## config.mk

```make
export PLATFORM = sky130hd
export DESIGN_NAME = lightgun_position_report_flat
export DESIGN_NICKNAME = d
export VERILOG_FILES = /design/src/sv/lgpr_pkg.sv /design/src/sv/lgpr_in_if.sv /design/src/sv/lgpr_out_if.sv /design/src/sv/lgpr_axis.sv /design/src/sv/lgpr_datapath.sv /design/src/sv/lgpr_ctrl.sv /design/src/sv/lightgun_position_report.sv /design/src/flat_wrapper.sv
export VERILOG_INCLUDE_DIRS = /design/src /design/src/sv
export SDC_FILE = /design/constraint.sdc
export NUM_CORES = 2
export LEC_CHECK = 0
export BUFFER_PORTS_ARGS = -buffer_cell sky130_fd_sc_hd__buf_2
export CORE_ASPECT_RATIO = 0.6
export CORE_UTILIZATION = 60
export DETAILED_ROUTE_END_ITERATION = 16
export GPL_ROUTABILITY_DRIVEN = 0
export PLACE_DENSITY = 0.77
export SLEW_MARGIN = 25
export SYNTH_ARGS = -nofsm -noshare
export SYNTH_HDL_FRONTEND = slang
export SYNTH_SLANG_ARGS = --single-unit
export TNS_END_PERCENT = 100
```

## constraint.sdc

```tcl
create_clock -name clk -period 21.6 [get_ports clk]
set_clock_uncertainty 0.2 [all_clocks]
set_input_delay 2.16 -clock clk [delete_from_list [all_inputs] [get_ports clk]]
set_output_delay 2.16 -clock clk [all_outputs]
set_load 0.005 [all_outputs]
```

## src/sv/lightgun_position_report_defines.svh

```systemverilog
// Assertion helpers shared by the report engine modules.
// Each macro expects clk and rst_n in the scope where it is used.
`ifndef LIGHTGUN_POSITION_REPORT_DEFINES_SVH
`define LIGHTGUN_POSITION_REPORT_DEFINES_SVH

// Same-cycle implication
`define LGPR_ASSERT_IMP(lbl, ante, cons, msg) \
  lbl: assert property (@(posedge clk) disable iff (!rst_n) (ante) |-> (cons)) \
    else $error(msg);

// Next-cycle implication; the consequent may open with a ## delay
`define LGPR_ASSERT_NXT(lbl, ante, cons, msg) \
  lbl: assert property (@(posedge clk) disable iff (!rst_n) (ante) |=> cons) \
    else $error(msg);

`endif

```

## src/sv/lgpr_pkg.sv

```systemverilog
package lgpr_pkg;

  // Field widths
  localparam int SIZE_W   = 11;
  localparam int CENTER_W = 15;
  localparam int GAIN_W   = 18;
  localparam int AIM_W    = 18;
  localparam int BTN_IN_W = 18;
  localparam int OFF_W    = 16;
  localparam int MODE_W   = 16;
  localparam int BTN_W    = 16;
  localparam int POS_W    = 15;
  localparam int CNT_W    = 4;
  localparam int CFG_IDX_W  = 3;
  localparam int CFG_DATA_W = 18;

  // Register reset values
  localparam logic [SIZE_W-1:0]   SCREEN_W_RST    = 11'd640;
  localparam logic [SIZE_W-1:0]   SCREEN_H_RST    = 11'd240;
  localparam logic [CENTER_W-1:0] CENTER_X_RST    = 15'd5120;
  localparam logic [CENTER_W-1:0] CENTER_Y_RST    = 15'd1920;
  localparam logic [GAIN_W-1:0]   GAIN_RST        = 18'd65536;

  // Mode, button and calibration constants
  localparam logic [MODE_W-1:0] PROG_FLAG          = 16'h0100;
  localparam logic [CNT_W-1:0]  CALIB_DELAY        = 4'd12;
  localparam logic [CNT_W-1:0]  CALIB_REPORT_DELAY = 4'd5;
  localparam int                BIT_TRIGGER        = 13;
  localparam int                BIT_OFFSCREEN      = 16;
  localparam int                BIT_RECAL          = 17;
  localparam logic [POS_W-1:0]  POS_MAX            = 15'd32767;
  localparam logic [POS_W-1:0]  POS_MIN            = 15'd1;

  // Configuration register indexes
  typedef enum logic [CFG_IDX_W-1:0] {
    CFG_SCREEN_W = 3'd0,
    CFG_SCREEN_H = 3'd1,
    CFG_CENTER_X = 3'd2,
    CFG_CENTER_Y = 3'd3,
    CFG_GAIN_X   = 3'd4,
    CFG_GAIN_Y   = 3'd5
  } cfg_idx_t;

  // Controller states
  typedef enum logic [1:0] {
    ST_IDLE,
    ST_SCALE,
    ST_GAIN,
    ST_FINISH
  } state_t;

  // Controller to datapath
  typedef struct packed {
    logic capture;    // latch a poll transaction
    logic set_param;  // store host offsets and mode
    logic scale_en;   // first multiply stage
    logic gain_en;    // second multiply stage
    logic load;       // finish and load the output register
  } ctrl_cmd_t;

  // Datapath to controller
  typedef struct packed {
    logic out_free;   // output register can take a result this cycle
  } ctrl_stat_t;

endpackage

```

## src/sv/lgpr_in_if.sv

```systemverilog
interface lgpr_in_if import lgpr_pkg::*; ();
  logic                        valid;
  logic                        ready;
  logic                        req_type;
  logic signed [AIM_W-1:0]     aim_x;
  logic signed [AIM_W-1:0]     aim_y;
  logic        [BTN_IN_W-1:0]  pressed;
  logic signed [OFF_W-1:0]     host_off_x;
  logic signed [OFF_W-1:0]     host_off_y;
  logic        [MODE_W-1:0]    host_mode;

  modport source (output valid, req_type, aim_x, aim_y, pressed,
                  host_off_x, host_off_y, host_mode, input ready);
  modport sink   (input valid, req_type, aim_x, aim_y, pressed,
                  host_off_x, host_off_y, host_mode, output ready);
endinterface

```

## src/sv/lgpr_out_if.sv

```systemverilog
interface lgpr_out_if import lgpr_pkg::*; ();
  logic              valid;
  logic              ready;
  logic [BTN_W-1:0]  button_word;
  logic [POS_W-1:0]  report_x;
  logic [POS_W-1:0]  report_y;

  modport source (output valid, button_word, report_x, report_y, input ready);
  modport sink   (input valid, button_word, report_x, report_y, output ready);
endinterface

```

## src/sv/lgpr_axis.sv

```systemverilog
module lgpr_axis import lgpr_pkg::*; (
  input  logic                     clk,
  input  logic                     scale_en,
  input  logic                     gain_en,
  input  logic [AIM_W-2:0]         aim,
  input  logic [SIZE_W-1:0]        size,
  input  logic [CENTER_W-1:0]      center,
  input  logic [GAIN_W-1:0]        gain,
  input  logic signed [OFF_W-1:0]  off,
  input  logic                     prog,
  output logic [POS_W-1:0]         pos
);

  logic        [27:0] scale_prod;
  logic        [25:0] half_size;
  logic signed [29:0] f_nxt, f_r;
  logic signed [48:0] gain_prod;
  logic signed [49:0] t_nxt, t_r;
  logic        [49:0] t_mag, t_rnd;
  logic        [17:0] r_mag;
  logic signed [19:0] r_val, diff;
  logic signed [16:0] off_rnd;
  logic signed [15:0] adj;

  // Scale the aim by the screen size and remove half the screen
  always_comb begin
    scale_prod = aim * size;
    half_size  = {size[SIZE_W-1:1], 16'b0};
    f_nxt      = $signed({2'b00, scale_prod}) - $signed({4'b0000, half_size});
  end

  // Apply gain and add the center, Q32 result
  always_comb begin
    gain_prod = f_r * $signed({1'b0, gain});
    t_nxt     = $signed({gain_prod[48], gain_prod}) + $signed({7'b0, center, 28'b0});
  end

  always_ff @(posedge clk) begin
    if (scale_en) begin
      f_r <= f_nxt;
    end
    if (gain_en) begin
      t_r <= t_nxt;
    end
  end

  // Round half away from zero, subtract the offset, clamp
  always_comb begin
    t_mag   = t_r[49] ? 50'(-t_r) : 50'(t_r);
    t_rnd   = t_mag + (50'd1 << 31);
    r_mag   = t_rnd[49:32];
    r_val   = t_r[49] ? -$signed({2'b00, r_mag}) : $signed({2'b00, r_mag});
    // halve toward zero in progressive mode
    off_rnd = $signed({off[15], off}) + $signed({16'b0, off[15]});
    adj     = prog ? off_rnd[16:1] : off;
    diff    = r_val - $signed({{4{adj[15]}}, adj});
    if (diff < 20'sd1) begin
      pos = POS_MIN;
    end else if (diff > $signed({5'b0, POS_MAX})) begin
      pos = POS_MAX;
    end else begin
      pos = diff[POS_W-1:0];
    end
  end

endmodule

```

## src/sv/lgpr_datapath.sv

```systemverilog
`include "lightgun_position_report_defines.svh"

module lgpr_datapath import lgpr_pkg::*; (
  input  logic                       clk,
  input  logic                       rst_n,
  input  ctrl_cmd_t                  cmd,
  output ctrl_stat_t                 stat,
  input  logic                       cfg_we,
  input  logic [CFG_IDX_W-1:0]       cfg_index,
  input  logic [CFG_DATA_W-1:0]      cfg_data,
  input  logic signed [AIM_W-1:0]    aim_x,
  input  logic signed [AIM_W-1:0]    aim_y,
  input  logic [BTN_IN_W-1:0]        pressed,
  input  logic signed [OFF_W-1:0]    host_off_x,
  input  logic signed [OFF_W-1:0]    host_off_y,
  input  logic [MODE_W-1:0]          host_mode,
  input  logic                       out_ready,
  output logic                       out_valid,
  output logic [BTN_W-1:0]           out_button_word,
  output logic [POS_W-1:0]           out_report_x,
  output logic [POS_W-1:0]           out_report_y
);

  logic [SIZE_W-1:0]        screen_w_r, screen_h_r;
  logic [CENTER_W-1:0]      center_x_r, center_y_r;
  logic [GAIN_W-1:0]        gain_x_r, gain_y_r;
  logic signed [OFF_W-1:0]  offset_x_r, offset_y_r;
  logic [MODE_W-1:0]        mode_r;
  logic [CNT_W-1:0]         calib_cnt_r, calib_cnt_nxt;
  logic [POS_W-1:0]         calib_x_r, calib_y_r, calib_x_nxt, calib_y_nxt;
  logic [AIM_W-2:0]         aim_x_r, aim_y_r;
  logic                     off_disp_r;
  logic [BTN_IN_W-1:0]      pressed_r;
  logic                     out_valid_r;
  logic [BTN_W-1:0]         out_btn_r, out_btn_nxt;
  logic [POS_W-1:0]         out_x_r, out_y_r, out_x_nxt, out_y_nxt;
  logic [POS_W-1:0]         pos_x, pos_y, px, py;
  logic                     prog;
  logic                     recal_start;
  logic [CNT_W-1:0]         cnt_eff;
  logic [POS_W-1:0]         cx_eff, cy_eff;

  // Configuration registers
  always_ff @(posedge clk) begin
    if (!rst_n) begin
      screen_w_r <= SCREEN_W_RST;
      screen_h_r <= SCREEN_H_RST;
      center_x_r <= CENTER_X_RST;
      center_y_r <= CENTER_Y_RST;
      gain_x_r   <= GAIN_RST;
      gain_y_r   <= GAIN_RST;
    end else if (cfg_we) begin
      unique case (cfg_index)
        CFG_SCREEN_W: screen_w_r <= cfg_data[SIZE_W-1:0];
        CFG_SCREEN_H: screen_h_r <= cfg_data[SIZE_W-1:0];
        CFG_CENTER_X: center_x_r <= cfg_data[CENTER_W-1:0];
        CFG_CENTER_Y: center_y_r <= cfg_data[CENTER_W-1:0];
        CFG_GAIN_X:   gain_x_r   <= cfg_data[GAIN_W-1:0];
        CFG_GAIN_Y:   gain_y_r   <= cfg_data[GAIN_W-1:0];
        default: ;
      endcase
    end
  end

  // Host parameters
  always_ff @(posedge clk) begin
    if (!rst_n) begin
      offset_x_r <= '0;
      offset_y_r <= '0;
      mode_r     <= '0;
    end else if (cmd.set_param) begin
      offset_x_r <= host_off_x;
      offset_y_r <= host_off_y;
      mode_r     <= host_mode;
    end
  end

  // Latch the poll transaction
  always_ff @(posedge clk) begin
    if (cmd.capture) begin
      aim_x_r    <= aim_x[AIM_W-2:0];
      aim_y_r    <= aim_y[AIM_W-2:0];
      off_disp_r <= aim_x[AIM_W-1] | aim_y[AIM_W-1];
      pressed_r  <= pressed;
    end
  end

  assign prog = (mode_r & PROG_FLAG) != '0;

  lgpr_axis u_axis_x (
    .clk      (clk),
    .scale_en (cmd.scale_en),
    .gain_en  (cmd.gain_en),
    .aim      (aim_x_r),
    .size     (screen_w_r),
    .center   (center_x_r),
    .gain     (gain_x_r),
    .off      (offset_x_r),
    .prog     (prog),
    .pos      (pos_x)
  );

  lgpr_axis u_axis_y (
    .clk      (clk),
    .scale_en (cmd.scale_en),
    .gain_en  (cmd.gain_en),
    .aim      (aim_y_r),
    .size     (screen_h_r),
    .center   (center_y_r),
    .gain     (gain_y_r),
    .off      (offset_y_r),
    .prog     (prog),
    .pos      (pos_y)
  );

  // Buttons, calibration and forced positions
  always_comb begin
    px          = off_disp_r ? '0 : pos_x;
    py          = off_disp_r ? '0 : pos_y;
    recal_start = pressed_r[BIT_RECAL] && (calib_cnt_r == '0);
    cnt_eff     = recal_start ? CALIB_DELAY : calib_cnt_r;
    cx_eff      = recal_start ? px : calib_x_r;
    cy_eff      = recal_start ? py : calib_y_r;
    calib_x_nxt = cx_eff;
    calib_y_nxt = cy_eff;
    calib_cnt_nxt = cnt_eff;
    out_btn_nxt = ~pressed_r[BTN_W-1:0] | (mode_r & PROG_FLAG);
    out_x_nxt   = px;
    out_y_nxt   = py;
    if (cnt_eff != '0) begin
      out_btn_nxt[BIT_TRIGGER] = 1'b0;
      calib_cnt_nxt = cnt_eff - 4'd1;
      if (calib_cnt_nxt < CALIB_REPORT_DELAY) begin
        out_x_nxt = '0;
        out_y_nxt = '0;
      end else begin
        out_x_nxt = cx_eff;
        out_y_nxt = cy_eff;
      end
    end else if (pressed_r[BIT_OFFSCREEN]) begin
      out_btn_nxt[BIT_TRIGGER] = 1'b0;
      out_x_nxt = '0;
      out_y_nxt = '0;
    end
  end

  // Calibration state
  always_ff @(posedge clk) begin
    if (!rst_n) begin
      calib_cnt_r <= '0;
      calib_x_r   <= '0;
      calib_y_r   <= '0;
    end else if (cmd.load) begin
      calib_cnt_r <= calib_cnt_nxt;
      calib_x_r   <= calib_x_nxt;
      calib_y_r   <= calib_y_nxt;
    end
  end

  // Output register: hold until the sink takes the transaction
  always_ff @(posedge clk) begin
    if (!rst_n) begin
      out_valid_r <= 1'b0;
    end else if (cmd.load) begin
      out_valid_r <= 1'b1;
    end else if (out_ready) begin
      out_valid_r <= 1'b0;
    end
  end

  always_ff @(posedge clk) begin
    if (cmd.load) begin
      out_btn_r <= out_btn_nxt;
      out_x_r   <= out_x_nxt;
      out_y_r   <= out_y_nxt;
    end
  end

  assign stat.out_free   = !out_valid_r || out_ready;
  assign out_valid       = out_valid_r;
  assign out_button_word = out_btn_r;
  assign out_report_x    = out_x_r;
  assign out_report_y    = out_y_r;

  `LGPR_ASSERT_NXT(a_load_shows, cmd.load, out_valid_r, "loaded result not presented")
  `LGPR_ASSERT_NXT(a_calib_step, cmd.load && (calib_cnt_r != '0), calib_cnt_r == 4'($past(calib_cnt_r) - 4'd1), "calibration count did not step down")
  `LGPR_ASSERT_NXT(a_offscreen, cmd.load && pressed_r[BIT_OFFSCREEN] && !pressed_r[BIT_RECAL] && (calib_cnt_r == '0), (out_x_r == '0) && (out_y_r == '0) && !out_btn_r[BIT_TRIGGER], "offscreen shot not forced")

endmodule

```

## src/sv/lgpr_ctrl.sv

```systemverilog
`include "lightgun_position_report_defines.svh"

module lgpr_ctrl import lgpr_pkg::*; (
  input  logic        clk,
  input  logic        rst_n,
  input  logic        in_valid,
  input  logic        in_req_type,
  output logic        in_ready,
  input  ctrl_stat_t  stat,
  output ctrl_cmd_t   cmd
);

  state_t state_r, state_nxt;

  // State register
  always_ff @(posedge clk) begin
    if (!rst_n) begin
      state_r <= ST_IDLE;
    end else begin
      state_r <= state_nxt;
    end
  end

  // Next state and commands
  always_comb begin
    state_nxt = state_r;
    cmd       = '0;
    in_ready  = 1'b0;
    unique case (state_r)
      ST_IDLE: begin
        in_ready = 1'b1;
        if (in_valid) begin
          if (in_req_type) begin
            cmd.set_param = 1'b1;
          end else begin
            cmd.capture = 1'b1;
            state_nxt   = ST_SCALE;
          end
        end
      end
      ST_SCALE: begin
        cmd.scale_en = 1'b1;
        state_nxt    = ST_GAIN;
      end
      ST_GAIN: begin
        cmd.gain_en = 1'b1;
        state_nxt   = ST_FINISH;
      end
      ST_FINISH: begin
        // wait for room in the output register
        if (stat.out_free) begin
          cmd.load  = 1'b1;
          state_nxt = ST_IDLE;
        end
      end
      default: state_nxt = ST_IDLE;
    endcase
  end

  `LGPR_ASSERT_NXT(a_poll_reaches_finish, cmd.capture, ##2 (state_r == ST_FINISH), "poll did not reach finish")
  `LGPR_ASSERT_NXT(a_param_stays_idle, cmd.set_param, state_r == ST_IDLE, "parameter write left idle")
  `LGPR_ASSERT_IMP(a_ready_in_idle, in_ready, state_r == ST_IDLE, "input ready outside idle")

endmodule

```

## src/sv/lightgun_position_report.sv

```systemverilog
// Light-gun report engine.
// Poll transaction: capture, scale multiply, gain multiply, then round/clamp
// and the load of the output register in the finish stage; the next input is
// taken once the finish stage is done, later while the output register still
// holds an untaken result. Set-parameter transactions are stored without leaving idle.
// Reset (rst_n, synchronous): registers to defaults, offsets/mode/calibration 0.
module lightgun_position_report import lgpr_pkg::*; (
  input  logic                   clk,
  input  logic                   rst_n,
  lgpr_in_if.sink                in_ch,
  lgpr_out_if.source             out_ch,
  input  logic                   cfg_we,
  input  logic [CFG_IDX_W-1:0]   cfg_index,
  input  logic [CFG_DATA_W-1:0]  cfg_data
);

  ctrl_cmd_t  cmd;
  ctrl_stat_t stat;
  logic       in_ready;

  lgpr_ctrl u_ctrl (
    .clk         (clk),
    .rst_n       (rst_n),
    .in_valid    (in_ch.valid),
    .in_req_type (in_ch.req_type),
    .in_ready    (in_ready),
    .stat        (stat),
    .cmd         (cmd)
  );

  lgpr_datapath u_datapath (
    .clk             (clk),
    .rst_n           (rst_n),
    .cmd             (cmd),
    .stat            (stat),
    .cfg_we          (cfg_we),
    .cfg_index       (cfg_index),
    .cfg_data        (cfg_data),
    .aim_x           (in_ch.aim_x),
    .aim_y           (in_ch.aim_y),
    .pressed         (in_ch.pressed),
    .host_off_x      (in_ch.host_off_x),
    .host_off_y      (in_ch.host_off_y),
    .host_mode       (in_ch.host_mode),
    .out_ready       (out_ch.ready),
    .out_valid       (out_ch.valid),
    .out_button_word (out_ch.button_word),
    .out_report_x    (out_ch.report_x),
    .out_report_y    (out_ch.report_y)
  );

  assign in_ch.ready = in_ready;

endmodule

```

## src/flat_wrapper.sv

```systemverilog
// flat-port wrapper written by rule: the top's interface ports become plain ports
module lightgun_position_report_flat import lgpr_pkg::*;
  (clk, rst_n, cfg_we, cfg_index, cfg_data, in_ch_valid, in_ch_req_type, in_ch_aim_x, in_ch_aim_y, in_ch_pressed, in_ch_host_off_x, in_ch_host_off_y, in_ch_host_mode, in_ch_ready, out_ch_valid, out_ch_button_word, out_ch_report_x, out_ch_report_y, out_ch_ready);
  lgpr_in_if in_ch_i ();
  lgpr_out_if out_ch_i ();
  input  logic clk;
  input  logic rst_n;
  input  logic cfg_we;
  input  logic [CFG_IDX_W-1:0] cfg_index;
  input  logic [CFG_DATA_W-1:0] cfg_data;
  input wire logic [$bits(in_ch_i.valid)-1:0] in_ch_valid;
  input wire logic [$bits(in_ch_i.req_type)-1:0] in_ch_req_type;
  input wire logic [$bits(in_ch_i.aim_x)-1:0] in_ch_aim_x;
  input wire logic [$bits(in_ch_i.aim_y)-1:0] in_ch_aim_y;
  input wire logic [$bits(in_ch_i.pressed)-1:0] in_ch_pressed;
  input wire logic [$bits(in_ch_i.host_off_x)-1:0] in_ch_host_off_x;
  input wire logic [$bits(in_ch_i.host_off_y)-1:0] in_ch_host_off_y;
  input wire logic [$bits(in_ch_i.host_mode)-1:0] in_ch_host_mode;
  output wire logic [$bits(in_ch_i.ready)-1:0] in_ch_ready;
  output wire logic [$bits(out_ch_i.valid)-1:0] out_ch_valid;
  output wire logic [$bits(out_ch_i.button_word)-1:0] out_ch_button_word;
  output wire logic [$bits(out_ch_i.report_x)-1:0] out_ch_report_x;
  output wire logic [$bits(out_ch_i.report_y)-1:0] out_ch_report_y;
  input wire logic [$bits(out_ch_i.ready)-1:0] out_ch_ready;
  assign in_ch_i.valid = in_ch_valid;
  assign in_ch_i.req_type = in_ch_req_type;
  assign in_ch_i.aim_x = in_ch_aim_x;
  assign in_ch_i.aim_y = in_ch_aim_y;
  assign in_ch_i.pressed = in_ch_pressed;
  assign in_ch_i.host_off_x = in_ch_host_off_x;
  assign in_ch_i.host_off_y = in_ch_host_off_y;
  assign in_ch_i.host_mode = in_ch_host_mode;
  assign in_ch_ready = in_ch_i.ready;
  assign out_ch_valid = out_ch_i.valid;
  assign out_ch_button_word = out_ch_i.button_word;
  assign out_ch_report_x = out_ch_i.report_x;
  assign out_ch_report_y = out_ch_i.report_y;
  assign out_ch_i.ready = out_ch_ready;
  lightgun_position_report u_core (.clk(clk), .rst_n(rst_n), .in_ch(in_ch_i), .out_ch(out_ch_i), .cfg_we(cfg_we), .cfg_index(cfg_index), .cfg_data(cfg_data));
endmodule
```

==> results.yml <==
outcome:
  run_status: "complete, no violations"
logic_synthesis:
  synth_area_leader_cell: "sky130_fd_sc_hd__fa_1"
  yosys-top-cells-count: "1442 x sky130_fd_sc_hd__inv_1, 1322 x sky130_fd_sc_hd__fa_1, 1299 x sky130_fd_sc_hd__nand2_1"
  post_synth_instance_area_sq_um: 70000
  yosys_synthesis_warning_count: 0
  post_synth_num_cell_types: 85
  synth_top_area_share_pct: 37.8
  synthesis.nets: 9520
  synth-async-reset-ratio_pct: 0
  synth.avg_cell_area_sq_um: 9.19
  ys_top_cells_by_area: "sky130_fd_sc_hd__fa_1 38%, sky130_fd_sc_hd__edfxtp_1 11%, sky130_fd_sc_hd__ha_1 8.1%"
  yosys_most_used_dff: "sky130_fd_sc_hd__edfxtp_1"
  synth-seq-cells: 415
  synth-edff-count: 257
  synthesis.instances: 7617
  yosysMostFrequentCell: "sky130_fd_sc_hd__inv_1"
  synth_sequential_area_ratio_pct: 15.5
clock_tree:
  worstSkewPairLatency_ns: 0.64
  post_cts_resize_count: 0
  cts.sinks: 415
  cts_inserted_buffers: 46
  post-cts-setup-buffer-count: 0
  cts-hold-fix-buffers: 0
  clock_root_cell: "sky130_fd_sc_hd__clkbuf_16"
  ctsHtreeMaxLevel: 2
  cts_tree: "done"
  clkSlewWorstSetupHoldPaths_ns: 0.07
  clk_path_buf_depth: 3
placement:
  detailed_place_hpwl_mm: 150
  port_buffers: 161
sta:
  worst-slew-pin-transition_ns: 1.11
  min_period_ns: 10.61
  setup-violations-final: 0
  fin_hold_ws_ns: 0.261
  max_freq_mhz: 94.2
  rsz0062_at_grt: "false"
  fin_tns_setup_ns: 0
  period_share_pct: 49.1
  finalMaxSlewViolations: 0
  hold_violations: 0
  slew-limit-headroom_pct: 25.8
setup_path:
  worstPathRequired_ns: 21.76
  worst-path-max-fanout: 29
  category_of_cells_accounting_for_the_largest_share_of_critical_path_delay: "compound AO/OA/AOI/OAI gates"
  cp_data_arrival_time_ns: 10.77
  crit_path_max_incr_delay_ns: 0.72
  crit_type: "reg2reg"
  critical-path-slowest-cell: "sky130_fd_sc_hd__o41ai_1"
  setup.worst_path.start_class: "flop"
  critPathMostFrequentCell: "sky130_fd_sc_hd__fa_1"
  crit-reg2reg-launch: "u_core.u_datapath.gain_y_r[1]$_SDFFE_PN0P_"
  critPathLaunch: "u_core.u_datapath.gain_y_r[1]$_SDFFE_PN0P_"
  critical_path.endpoint_type: "flop"
  cp.buffers_inverters: 4
floorplanning:
  initial_core_util_pct: 60.9
  fp.dieArea_sq_um: 118000
  die_h_um: 267
  core_area_sq_um: 115000
  io_pins: 177
  placement_rows: 96
  dieWidth_um: 443
routing:
  routed_wire_length_per_instance_um: 21.0
  route.detailed.drc: 0
  totalWireLength_mm: 191
  via_density_per_instance: 5.87
  postRouteAntennaNets: 0
  detailedRoute.firstIterationViolations: 5706
  drt_pre_antenna_iters: 6
  vias: 53500
cells_and_area:
  number_of_fill_cells: 9114
  share_of_post_route_cells_with_drive_strength_above_1_pct: 4.83
  design.final.nets: 9450
  area_growth_syn_to_layout_pct: 5.24
job:
  max_cap_viol_count: 0
global_routing:
  grt_pass1_vias: 55200
  global_route_wire_length_before_repair_mm: 304
  antenna_found_initial: 17
  gr-usage-all-layers_pct: 33.2
  maximum_number_of_pins_on_one_net_before_global_route_repair: 81
  gr-total-overflow: 0
pwr:
  p_leak_nw: 33.9
  vdd_ir_drop_max_uv: 112
  pwr_density_cell_nw_per_um2: 109
worst_hold_path:
  min_path_type: "reg2reg"
  hold_path_startpoint: "u_core.u_datapath.calib_x_r[9]$_SDFFE_PN0P_"
==> metrics by stage <==
step | utilization (%) | area, sq um | power, W | setup WS (ns) | cells
finish | 64.1 | 73700 | 0.00799 | 10.99 | 9119
detailed placement | 62.6 | 72000 | 0.00692 | 11.25 | 9018
CTS | 64.0 | 73600 | 0.00783 | 11.16 | 9104
floorplan | - | 70000 | 0.00538 | 12.61 | 7617
global placement | 62.6 | 72000 | 0.00673 | 11.48 | 9018
global route | 64.1 | 73700 | 0.00861 | 10.33 | 9118
==> kinds of logic after synthesis <==
| kind of cell | synth area share (%) |
|---|---|
| AO/OA/AOI/OAI | 8.10 |
| XOR/XNOR | 3.56 |
| adder cells (fa/ha/maj) | 45.9 |
| buffers and inverters | 9.67 |
| flip-flops | 15.5 |
| multiplexers | 0.207 |
| AND/OR/NAND/NOR | 17.0 |
==> layer usage <==
metal	global-route usage, %	vias to the layer above	routed length (um)
li1	-	23500	-
met4	8.39	4	4990
met5	0.773	-	18
met1	48.4	26500	80700
met3	12.9	312	29500
met2	45.8	3200	76300
==> path summary, 6_finish.rpt <==
path	end	depth (start not counted)	slack, ns
worst max-delay path	u_core.u_datapath.u_axis_y.t_r[46]$_DFFE_PP_	37	10.99
worst min-delay path	u_core.u_datapath.calib_x_r[9]$_SDFFE_PN0P_	2	0.26
worst max register to register	u_core.u_datapath.u_axis_y.t_r[46]$_DFFE_PP_	37	10.99
worst min register to register	u_core.u_datapath.calib_x_r[9]$_SDFFE_PN0P_	2	0.26
==> registers in the layout, indices dropped and copies added, names as in the netlist, 16 cells and up <==
| name | flops |
|---|---|
| u_core.u_datapath.gain_y_r | 18 |
| u_core.u_datapath.u_axis_y.f_r | 29 |
| u_core.u_datapath.out_button_word | 16 |
| u_core.u_datapath.u_axis_x.t_r | 50 |
| u_core.u_datapath.aim_x_r | 17 |
| u_core.u_datapath.offset_x_r | 16 |
| u_core.u_datapath.pressed_r | 18 |
| u_core.u_datapath.u_axis_x.f_r | 29 |
| u_core.u_datapath.offset_y_r | 16 |
| u_core.u_datapath.gain_x_r | 18 |
| u_core.u_datapath.aim_y_r | 17 |
| u_core.u_datapath.u_axis_y.t_r | 50 |
==> layout by cell type, fill, tap and decap left out, drive strengths merged, types with 57 or more instances in the layout <==
| master | synthesis | final |
|---|---|---|
| inv | 1443 | 1449 |
| fa | 1322 | 1322 |
| nand2 | 1299 | 1299 |
| and2 | 580 | 580 |
| ha | 452 | 452 |
| edfxtp | 257 | 257 |
| buf | 8 | 240 |
| xnor2 | 202 | 202 |
| nor2 | 173 | 173 |
| o21ai | 162 | 162 |
| dfxtp | 158 | 158 |
| a21oi | 149 | 149 |
| a21boi | 116 | 116 |
| nand3 | 84 | 84 |
| xor2 | 80 | 80 |
| a21o | 76 | 76 |
| nor3 | 74 | 74 |
| clkbuf | 350 | 57 |
==> where the power goes <==
group | total, W | internal, W | switching, W
Combinational | 0.00561 | 0.00224 | 0.00337
Sequential | 0.00152 | 0.00120 | 0.000318
Clock | 0.000866 | 0.000484 | 0.000381
==> worst register-to-register path, delay by kind of cell, from the launching register on <==
kind                     cells  cell delay, ns
flip-flops                   1            0.33
buffers and inverters        4            0.54
AND/OR/NAND/NOR              4            0.56
adder cells (fa/ha/maj)      9            4.04
AO/OA/AOI/OAI               19            4.52
XOR/XNOR                     1            0.14
==> area by class of cell <==
cell class,instances,area (sq um),share of cell area (%)
sequential,415,10900,14.8
inverter,1443,5420,7.35
multi-input combinational,5401,52400,71.2
timing repair buffer,240,1400,1.90
clock buffer,57,1270,1.72
tap,1519,1900,2.58
clock inverter,29,340,0.462
antenna,15,37.5,0.0510
(Power assumes the default switching activity.)
